### config.mk
export PLATFORM = sky130hd
export DESIGN_NAME = three_channel_supply_regulator
export DESIGN_NICKNAME = d
export VERILOG_FILES = /design/src/tsr_pkg.sv /design/src/tsr_lane.sv /design/src/tsr_merge.sv /design/src/three_channel_supply_regulator.sv
export SDC_FILE = /design/constraint.sdc
export NUM_CORES = 1
export LEC_CHECK = 0
export BUFFER_PORTS_ARGS = -buffer_cell sky130_fd_sc_hd__buf_2
export CORE_MARGIN = 8
export CORE_UTILIZATION = 40
export DETAILED_ROUTE_END_ITERATION = 10
export PLACE_DENSITY = 0.66
export SYNTH_ARGS = -nofsm -noshare
export SYNTH_HDL_FRONTEND = slang
export SYNTH_SLANG_ARGS = --single-unit
### constraint.sdc
create_clock -name clk -period 12.9 [get_ports clk]
set_clock_uncertainty 0.15 [all_clocks]
set_input_delay 2.58 -clock clk [delete_from_list [all_inputs] [get_ports clk]]
set_output_delay 2.58 -clock clk [all_outputs]
set_load 0.01 [all_outputs]
### src/tsr_pkg.sv
package tsr_pkg;

  localparam int ChanCount = 3;
  localparam int DataW     = 10;
  localparam int CountW    = 8;

  // Stream payload widths, padded up to whole bytes.
  localparam int InDataW  = 64;
  localparam int OutDataW = 40;

  localparam int PwmSteps       = 256;
  localparam int OVERLOAD_TICKS = 250;

  localparam int IntLow   = 50;
  localparam int IntHigh  = 1023;
  localparam int IntReset = 1;

  // The duty is the integrator divided by a constant. The division is a
  // multiply by a rounded-up reciprocal; with a 20-bit shift the quotient is
  // exact for every 10-bit dividend and every divisor up to 1024.
  localparam int DutyDivRaw = 1024 / PwmSteps;
  localparam int DutyDiv    = (DutyDivRaw < 1) ? 1 : DutyDivRaw;
  localparam int RecipShift = 20;
  localparam int RecipW     = 21;
  localparam int DutyRecip  = ((1 << RecipShift) + DutyDiv - 1) / DutyDiv;
  localparam int ProdW      = DataW + RecipW;

  localparam int CfgIndexW = 3;

  localparam logic [DataW-1:0] RefResetCh0   = 10'd671;
  localparam logic [DataW-1:0] RefResetCh1   = 10'd279;
  localparam logic [DataW-1:0] RefResetCh2   = 10'd184;
  localparam logic [DataW-1:0] LimitReset    = 10'd55;

  typedef enum logic [CfgIndexW-1:0] {
    REG_REFERENCE_CH0,
    REG_REFERENCE_CH1,
    REG_REFERENCE_CH2,
    REG_SHUNT_LIMIT_CH0,
    REG_SHUNT_LIMIT_CH1,
    REG_SHUNT_LIMIT_CH2
  } tsr_reg_t;

  // What one channel lane hands to the merging stage for one tick.
  typedef struct packed {
    logic [DataW-1:0] acc;
    logic             trip;
  } tsr_lane_res_t;

endpackage

### src/tsr_lane.sv
module tsr_lane
  import tsr_pkg::*;
(
  input  logic             clk,
  input  logic             rst,
  input  logic             step,
  input  logic             ref_clr,
  input  logic [DataW-1:0] reference,
  input  logic [DataW-1:0] shunt_limit,
  input  logic [DataW-1:0] shunt_high,
  input  logic [DataW-1:0] output_sense,
  output tsr_lane_res_t    res
);

  logic [DataW-1:0]  integ;
  logic [CountW-1:0] count;
  logic              trip;

  logic [DataW-1:0]  integ_next;
  logic [CountW-1:0] count_next;
  logic              trip_next;

  logic [DataW-1:0]  diff;
  logic              over;
  logic              trip_set;
  logic              trip_now;
  logic [DataW-1:0]  eff_ref;
  logic signed [DataW+1:0] err;
  logic signed [DataW+1:0] delta;
  logic signed [DataW+1:0] acc;
  logic [DataW-1:0]  acc_clamped;

  always_comb begin
    diff = (shunt_high >= output_sense) ? (shunt_high - output_sense)
                                        : (output_sense - shunt_high);
    over = diff > shunt_limit;

    trip_set = 1'b0;
    if (over) begin
      if (count < CountW'(OVERLOAD_TICKS)) begin
        count_next = count + 1'b1;
        trip_set   = (count == CountW'(OVERLOAD_TICKS - 1));
      end else begin
        count_next = count;
      end
    end else begin
      count_next = '0;
    end
    trip_now = trip | trip_set;

    eff_ref = trip_now ? '0 : reference;
    err     = $signed({2'b00, eff_ref}) - $signed({2'b00, output_sense});
    delta   = err >>> 2;
    acc     = $signed({2'b00, integ}) + delta;

    if (acc < $signed((DataW+2)'(IntLow))) begin
      acc_clamped = DataW'(IntLow);
    end else if (acc > $signed((DataW+2)'(IntHigh))) begin
      acc_clamped = DataW'(IntHigh);
    end else begin
      acc_clamped = acc[DataW-1:0];
    end

    integ_next = step ? acc_clamped : integ;
    // A reference write clears the trip and wins over a tick in the same cycle.
    if (ref_clr) begin
      trip_next = 1'b0;
    end else if (step) begin
      trip_next = trip_now;
    end else begin
      trip_next = trip;
    end

    res.acc  = acc_clamped;
    res.trip = trip_now;
  end

  always_ff @(posedge clk) begin
    if (rst) begin
      integ <= DataW'(IntReset);
      count <= '0;
      trip  <= 1'b0;
    end else begin
      integ <= integ_next;
      if (step) begin
        count <= count_next;
      end
      trip <= trip_next;
    end
  end

  a_integ_in_range: assert property (@(posedge clk) disable iff (rst)
    step |=> (integ >= DataW'(IntLow)))
    else $error("integrator left its clamp range after a tick");

  a_trip_onset: assert property (@(posedge clk) disable iff (rst)
    $rose(trip) |-> (count == CountW'(OVERLOAD_TICKS)))
    else $error("trip latched without the overload count reaching its limit");

  a_ref_clears_trip: assert property (@(posedge clk) disable iff (rst)
    ref_clr |=> !trip)
    else $error("reference write did not clear the trip latch");

endmodule

### src/tsr_merge.sv
module tsr_merge
  import tsr_pkg::*;
(
  input  logic                                clk,
  input  logic                                rst,
  input  logic                                in_valid,
  output logic                                in_ready,
  input  tsr_lane_res_t [ChanCount-1:0]       lane_res,
  output logic                                out_valid,
  input  logic                                out_ready,
  output logic [OutDataW-1:0]                 out_data
);

  tsr_lane_res_t [ChanCount-1:0] s1_res;
  logic                          s1_valid;
  logic                          stall;
  logic [ProdW-1:0]              prod [ChanCount];
  logic [OutDataW-1:0]           out_data_next;

  assign stall    = out_valid && !out_ready;
  assign in_ready = !s1_valid || !stall;

  always_comb begin
    out_data_next = '0;
    for (int c = 0; c < ChanCount; c++) begin
      prod[c] = ProdW'(s1_res[c].acc) * ProdW'(DutyRecip);
      out_data_next[c*DataW +: DataW] = prod[c][RecipShift +: DataW];
      out_data_next[ChanCount*DataW + c] = s1_res[c].trip;
    end
  end

  always_ff @(posedge clk) begin
    if (rst) begin
      s1_valid  <= 1'b0;
      out_valid <= 1'b0;
    end else begin
      if (in_ready) begin
        s1_valid <= in_valid;
      end
      if (!stall) begin
        out_valid <= s1_valid;
      end
    end
  end

  always_ff @(posedge clk) begin
    if (in_ready && in_valid) begin
      s1_res <= lane_res;
    end
    if (!stall && s1_valid) begin
      out_data <= out_data_next;
    end
  end

endmodule

### src/three_channel_supply_regulator.sv
// Three-channel supply regulator with overcurrent trip.
//
// Input stream (s_*): one transfer per control tick carries the shunt-high
// and output-sense ADC samples of all three channels. Output stream (m_*):
// one transfer per tick carries the three PWM duty values and trip flags.
// Configuration: a write port (cfg_we, cfg_index, cfg_data) sets the three
// references and three current limits; writing a reference also clears that
// channel's trip latch. Write it only while no tick is in flight.
//
// Lane results pass the merge stage register and then the output register.
// Throughput is one tick per cycle when not stalled: three channel lanes run
// side by side, each doing its overload check and integrator update in the
// cycle of the input transfer, and a merging stage scales the integrators to
// duty values with one reciprocal multiply per lane in the following cycle.
// When the receiver stalls, the output register and the merge stage hold up
// to two ticks; s_tready drops only once both are occupied.
// Reset restores the default references and limits, sets every integrator to
// one, clears overload counts and trips, and empties the pipeline.
module three_channel_supply_regulator
  import tsr_pkg::*;
(
  input  logic                 clk,
  input  logic                 rst,

  input  logic                 s_tvalid,
  output logic                 s_tready,
  // From bit 0 up: shunt_high_ch0, shunt_high_ch1, shunt_high_ch2,
  // output_sense_ch0, output_sense_ch1, output_sense_ch2, four zero bits.
  input  logic [InDataW-1:0]   s_tdata,

  output logic                 m_tvalid,
  input  logic                 m_tready,
  // From bit 0 up: duty_ch0, duty_ch1, duty_ch2, tripped_ch0, tripped_ch1,
  // tripped_ch2, seven zero bits.
  output logic [OutDataW-1:0]  m_tdata,

  input  logic                 cfg_we,
  input  logic [CfgIndexW-1:0] cfg_index,
  input  logic [DataW-1:0]     cfg_data
);

  // Configuration registers, one per channel.
  logic [DataW-1:0] reference   [ChanCount];
  logic [DataW-1:0] shunt_limit [ChanCount];

  logic [ChanCount-1:0]          ref_clr;
  logic                          step;
  tsr_lane_res_t [ChanCount-1:0] lane_res;

  // A tick is taken into every lane at once on an input transfer.
  assign step = s_tvalid && s_tready;

  assign ref_clr[0] = cfg_we && (cfg_index == REG_REFERENCE_CH0);
  assign ref_clr[1] = cfg_we && (cfg_index == REG_REFERENCE_CH1);
  assign ref_clr[2] = cfg_we && (cfg_index == REG_REFERENCE_CH2);

  // Indexes past the last register are ignored.
  always_ff @(posedge clk) begin
    if (rst) begin
      reference[0]   <= RefResetCh0;
      reference[1]   <= RefResetCh1;
      reference[2]   <= RefResetCh2;
      shunt_limit[0] <= LimitReset;
      shunt_limit[1] <= LimitReset;
      shunt_limit[2] <= LimitReset;
    end else if (cfg_we) begin
      case (cfg_index)
        REG_REFERENCE_CH0:   reference[0]   <= cfg_data;
        REG_REFERENCE_CH1:   reference[1]   <= cfg_data;
        REG_REFERENCE_CH2:   reference[2]   <= cfg_data;
        REG_SHUNT_LIMIT_CH0: shunt_limit[0] <= cfg_data;
        REG_SHUNT_LIMIT_CH1: shunt_limit[1] <= cfg_data;
        REG_SHUNT_LIMIT_CH2: shunt_limit[2] <= cfg_data;
        default: begin
        end
      endcase
    end
  end

  // One lane per channel holds that channel's integrator, count and trip.
  for (genvar i = 0; i < ChanCount; i++) begin : g_lane
    tsr_lane u_lane (
      .clk          (clk),
      .rst          (rst),
      .step         (step),
      .ref_clr      (ref_clr[i]),
      .reference    (reference[i]),
      .shunt_limit  (shunt_limit[i]),
      .shunt_high   (s_tdata[i*DataW +: DataW]),
      .output_sense (s_tdata[(ChanCount+i)*DataW +: DataW]),
      .res          (lane_res[i])
    );
  end

  // The merge stage registers the lane results, scales them to duty values
  // and packs the output transfer.
  tsr_merge u_merge (
    .clk       (clk),
    .rst       (rst),
    .in_valid  (s_tvalid),
    .in_ready  (s_tready),
    .lane_res  (lane_res),
    .out_valid (m_tvalid),
    .out_ready (m_tready),
    .out_data  (m_tdata)
  );

endmodule
==> results of run 1 <==
==> metal layers <==
metal	up-vias	part of all wire (%)	global-route usage, %
li1	5172	-	-
met1	4871	46	20.4
met2	245	47	26.9
met3	38	5.3	3.53
met4	0	1.9	4.32
met5	-	0	0
==> logic make-up (layout without fill, tap and decap cells) <==
kind of cell / Yosys count / after routing / synth area share [%]
xor+xnor: 86 / 86 / 5.88
fa+ha+maj: 165 / 165 / 16.5
buf+inv: 181 / 279 / 5.99
flops: 173 / 173 / 35.6
simple gates: 424 / 424 / 16.5
mux: 21 / 21 / 1.66
other cells: 1 / 14 / 0.0290
compound gates: 349 / 349 / 17.8
==> power breakdown <==
group	internal (mW)	leakage (nW)	switching, mW	total, mW
sequential	0.692	1.59	0.0316	0.724
combinational	0.339	4.46	0.508	0.847
clock	0.280	0.299	0.247	0.526
==> final timing paths <==
kind                                                   start  slack [ps]                            end  cells past startpoint
worst max register to register  shunt_limit[0][24]$_DFFE_PP_        6460   u_merge.s1_res[27]$_DFFE_PP_                     28
worst max-delay path                             s_tdata[20]        1830   u_merge.s1_res[27]$_DFFE_PP_                     40
worst min-delay path            u_merge.s1_res[10]$_DFFE_PP_         270  u_merge.out_data[7]$_DFFE_PP_                      0
worst min register to register  u_merge.s1_res[10]$_DFFE_PP_         270  u_merge.out_data[7]$_DFFE_PP_                      0
==> Yosys cell counts, drive strengths merged, types with 21 or more instances <==
cell	n
xnor2	46
nor2	113
a21o	36
and2	48
ha	156
inv	134
clkbuf	23
o21ai	62
nand3	24
a21oi	114
dfxtp	59
nand4	22
buf	24
xor2	40
nand2	96
nor3	29
edfxtp	114
o21bai	21
==> critical path: cells and delay by family <==
kind | cells | cell delay [ps]
AND/OR/NAND/NOR | 8 | 1620
XOR/XNOR | 1 | 150
adder cells (fa/ha/maj) | 5 | 1370
AO/OA/AOI/OAI | 22 | 5080
buffers and inverters | 4 | 310
==> registers in the layout (all words and copies together), names as in the netlist <==
signal	count
g_lane.u_lane.integ	30
u_merge.out_data_next	3
shunt_limit	30
u_merge.s1_res	24
g_lane.u_lane.count	24
u_merge.out_valid	1
u_merge.out_data	27
g_lane.u_lane.trip	3
u_merge.s1_valid	1
reference	30
==> per-stage QoR <==
| step | setup WS (ps) | instances | instance area, um2 | utilization [%] |
|---|---|---|---|---|
| floorplan | 3010 | 1412 | 13000 | - |
| global placement | 1480 | 1886 | 13800 | 42.8 |
| detailed placement | 1390 | 1886 | 13800 | 42.8 |
| CTS | 1840 | 1918 | 14400 | 44.7 |
| global route | 902 | 1919 | 14400 | 44.7 |
| finish | 1830 | 1919 | 14400 | 44.7 |
==> final cells by class <==
cell class,instances,area (um2)
Fill cell,3123,17800
Multi-Input combinational cell,1058,7600
Antenna cell,1,2.50
Inverter,134,503
Tap cell,408,510
Timing Repair Buffer,113,583
Sequential cell,173,4600
Clock inverter,15,185
Clock buffer,17,425
==> results by group, run 1 <==
Status
  • Status: complete, no violations

Clock tree
  • Post-CTS Setup Repair Bufs: 0
  • CTS tree: done
  • Hold buffers post-CTS: 0
  • CTS Buf Count: 17
  • Clk_lat worst skew: 440 ps
  • CTS sink cnt: 173
  • Clock Path Buffers: 2
  • Cts repair resizes: 0
  • Clock-pin slew on the worst setup and hold paths: 80 ps
  • H-Tree Depth: 4
  • Clock Root Buffer: clkbuf_16

Cells and area
  • Area grow syn2layout: 11.5%
  • Fin nets: 1744
  • Leading cell type in the layout, fill and taps excluded: ha_1
  • Most frequent cells in the layout: 156 x ha_1, 133 x inv_1, 114 x edfxtp_1, 113 x a21oi_1, 113 x nor2_1
  • Share of cells above drive strength 1: 11.8%

Yosys
  • Post-synth top area share: 26.5%
  • Seq cells post-synth: 173
  • Synth area leaders: edfxtp_1 26%, ha_1 15%, dfxtp_1 9.1%, a21oi_1 4.4%, inv_1 3.9%
  • Syn Area/Cell: 9.23 um2
  • Count of different cell masters after synthesis: 81
  • Synth Instances: 1400
  • Ys flop type: edfxtp_1
  • Area of the mapped netlist: 12900 um2
  • Yosys top cell by area: edfxtp_1
  • Share of flip-flops with an asynchronous set or reset: 0%
  • Yosys warning total: 0
  • Post-synth EDFFs: 114
  • Seq/Total Area, Yosys: 35.6%

Floorplan
  • Cell row count: 66
  • Total core area: 32200 um2
  • Initial Utilization: 40.1%
  • Die area: 38300 um2
  • IO Pins: 124
  • Die Width: 196 um
  • Die Ht: 196 um

GRT
  • Remaining Overflow, GRT: 0
  • Largest net degree at the start of global routing: 67
  • First-pass GRT wire length: 50200 um
  • Tot GR Track Use: 16.0%
  • Initial antenna violation count: 1
  • Number of global-route vias before repair: 10164

Setup path
  • Max incr delay on CP: 500 ps
  • Critical path data arrival time: 11110 ps
  • Slowest cell on the critical path: o31ai_1
  • Worst endpoint required time: 12940 ps
  • Setup CP Type: in -> reg
  • CP startpoint kind: input pin
  • Critical-path maximum fanout: 11
  • Worst setup EP type: flop
  • Most used cell along the critical path: a21oi_1

STA
  • Fin. max-slew vios: 0
  • Relative slew slack: 35.3%
  • Final worst-path cycle share: 85.8%
  • Period minus WS final: 11070 ps
  • WHS: 269 ps
  • Final hold vios: 0
  • RSZ-0062 raised after global routing: no
  • Least-Margin Pin Slew: 964 ps
  • Final setup TNS: 0 ps
  • # setup viols final: 0
  • Fmax: 0.0903 GHz

Drt
  • Number of remaining DRC errors: 0
  • Routed WL: 30700 um
  • First drt pass iteration count: 5
  • Via density per instance: 5.38
  • Drt wl/cell: 16.0 um
  • Post-route ant nets: 0
  • Vias: 10326
  • Initial DRC Count: 616

Min path
  • Min-Delay Path Class: reg -> reg

Power
  • Total design power: 2.10 mW
  • Max IR drop VDD: 0.0992 mV
  • Pwr Density: 146 nW/um2
  • Leak: 6.35 nW

Run
  • MaxCap Viol Count: 0

Place
  • PortBufs: 106
  • DPL Wire Length: 24500 um
  • GP Congestion: 0.906
Power figures use the tool's default switching activity.
==> run 2: changes to the inputs <==
Settings changed: CORE_UTILIZATION 40 to 50, PLACE_DENSITY 0.66 to 0.77.
==> run 2 against run 1 <==
Against the previous run: sequential power barely moved; critical path depth did not move; setup slack got worse by 200 ps; largest cell class unchanged; final cell count fell by 3.7%; global-route usage rose by 3.4 points; sequential cell count did not move; sequential share of layout area rose by 0.12 points; total power rose by 1.2%; clock power rose by 5.3%; core utilization rose by 11 points; register-to-register slack got worse by 40 ps.
==> results by group, run 2 (synthesis gave the netlist of run 1 again) <==
STA
  • Period minus WS final: 11270 ps (was 11070 ps)
  • Final hold vios: 0 (unchanged)
  • Final worst-path cycle share: 87.4% (was 85.8%)
  • RSZ-0062 raised after global routing: no (unchanged)
  • Fmax: 0.0887 GHz (was 0.0903 GHz)
  • Least-Margin Pin Slew: 874 ps (was 964 ps)
  • # setup viols final: 0 (unchanged)
  • Fin. max-slew vios: 0 (unchanged)
  • Final setup TNS: 0 ps (unchanged)
  • Relative slew slack: 41.6% (was 35.3%)
  • Final setup margin: 1630 ps (was 1830 ps)

Power
  • Pwr Density: 148 nW/um2 (was 146 nW/um2)
  • Leak: 6.36 nW (was 6.35 nW)
  • Max IR drop VDD: 0.0978 mV (was 0.0992 mV)

Min path
  • Min-Delay Path Class: reg -> reg (unchanged)

Drt
  • Number of remaining DRC errors: 0 (unchanged)
  • First drt pass iteration count: 5 (unchanged)
  • Post-route ant nets: 0 (unchanged)
  • Vias: 10364 (was 10326)
  • Initial DRC Count: 725 (was 616)
  • Via density per instance: 5.61 (was 5.38)
  • Drt wl/cell: 16.4 um (was 16.0 um)
  • Routed WL: 30400 um (was 30700 um)

Clock tree
  • Cts repair resizes: 0 (unchanged)
  • CTS tree: done (unchanged)
  • Clock Root Buffer: clkbuf_16 (unchanged)
  • CTS sink cnt: 173 (unchanged)
  • Hold buffers post-CTS: 0 (unchanged)
  • Clock Path Buffers: 2 (unchanged)
  • CTS Buf Count: 17 (unchanged)
  • Clock-pin slew on the worst setup and hold paths: 70 ps (was 80 ps)
  • H-Tree Depth: 4 (unchanged)
  • Clk_lat worst skew: 430 ps (was 440 ps)
  • Post-CTS Setup Repair Bufs: 0 (unchanged)

Place
  • Placed Instances: 1813 (was 1886)
  • Dpl ws: 1250 ps (was 1390 ps)
  • PortBufs: 106 (unchanged)
  • DPL Wire Length: 23800 um (was 24500 um)
  • GP Congestion: 0.911 (was 0.906)

Floorplan
  • IO Pins: 124 (unchanged)
  • Total core area: 25700 um2 (was 32200 um2)
  • Cell row count: 59 (was 66)
  • Die Width: 177 um (was 196 um)
  • Die Ht: 177 um (was 196 um)
  • Initial Utilization: 50.3% (was 40.1%)
  • Die area: 31300 um2 (was 38300 um2)

Setup path
  • CP startpoint kind: input pin (unchanged)
  • Critical-path maximum fanout: 11 (unchanged)
  • Setup CP Type: in -> reg (unchanged)
  • Worst setup EP type: flop (unchanged)
  • Most used cell along the critical path: a21oi_1 (unchanged)
  • Slowest cell on the critical path: o31ai_1 (unchanged)
  • Max incr delay on CP: 520 ps (was 500 ps)
  • Critical path data arrival time: 11300 ps (was 11110 ps)
  • Worst endpoint required time: 12920 ps (was 12940 ps)

Cells and area
  • Leading cell type in the layout, fill and taps excluded: ha_1 (unchanged)
  • Top Registers: g_lane.u_lane.integ (30), reference (30), shunt_limit (30) (unchanged)
  • Fin nets: 1744 (unchanged)
  • Area grow syn2layout: 11.0% (was 11.5%)
  • Final std cells w/o fill: 1848 (was 1919)
  • Share of cells above drive strength 1: 11.8% (unchanged)
  • Most frequent cells in the layout: 156 x ha_1, 133 x inv_1, 114 x edfxtp_1, 113 x a21oi_1, 113 x nor2_1 (unchanged)

GRT
  • Number of global-route vias before repair: 10235 (was 10164)
  • Remaining Overflow, GRT: 0 (unchanged)
  • Initial antenna violation count: 3 (was 1)
  • Largest net degree at the start of global routing: 46 (was 67)
  • Tot GR Track Use: 19.4% (was 16.0%)
  • First-pass GRT wire length: 49400 um (was 50200 um)

Run
  • MaxCap Viol Count: 0 (unchanged)

Status
  • Status: complete, no violations (unchanged)
[run 2: power by group]
part | internal [mW] | leakage [nW] | switching (mW)
Combinational | 0.337 | 4.46 | 0.510
Sequential | 0.692 | 1.59 | 0.0301
Clock | 0.324 | 0.309 | 0.230
Total | 1.35 | 6.36 | 0.770
[run 2: area by class of cell]
type | instances | area (um2)
tap | 335 | 419
clock buffer | 18 | 450
inverter | 134 | 503
antenna | 3 | 7.51
clock inverter | 14 | 191
timing repair buffer | 113 | 583
sequential | 173 | 4600
fill | 2265 | 11300
multi-input combinational | 1058 | 7600
[run 2: path summary, 6_finish.rpt]
check	from	endpoint	slack (ps)	depth (start not counted)
max	s_tdata[20]	u_merge.s1_res[28]$_DFFE_PP_	1630	40
min	u_merge.s1_res[20]$_DFFE_PP_	u_merge.out_data[16]$_DFFE_PP_	270	0
max reg2reg	shunt_limit[0][24]$_DFFE_PP_	u_merge.s1_res[28]$_DFFE_PP_	6420	28
min reg2reg	u_merge.s1_res[20]$_DFFE_PP_	u_merge.out_data[16]$_DFFE_PP_	270	0
[run 2: critical path, delay by kind of cell]
kind	cells	cell delay [ps]
xor gates and xnor gates	1	150
AOI/OAI and AO/OA	22	5170
and+or+nand+nor	8	1650
buffers and inverters	4	300
adders and majority gates	5	1390
[run 2: routing by layer]
layer / share of wire [%] / global-route usage [%]
met4: 3.0 / 7.99
met3: 4.8 / 2.94
met5: 0 / 0
met1: 43 / 23.3
met2: 49 / 34.0
[run 2: metrics by stage]
stage	utilization (%)	total power [mW]	instance area, um2	hold slack [ps]
after global routing	55.9	2.26	14400	279
after global placement	53.4	1.54	13700	251
final	55.9	2.12	14400	271
after CTS	55.9	2.13	14300	272
after floorplan	-	1.38	13000	250
after detailed placement	53.4	1.57	13700	255
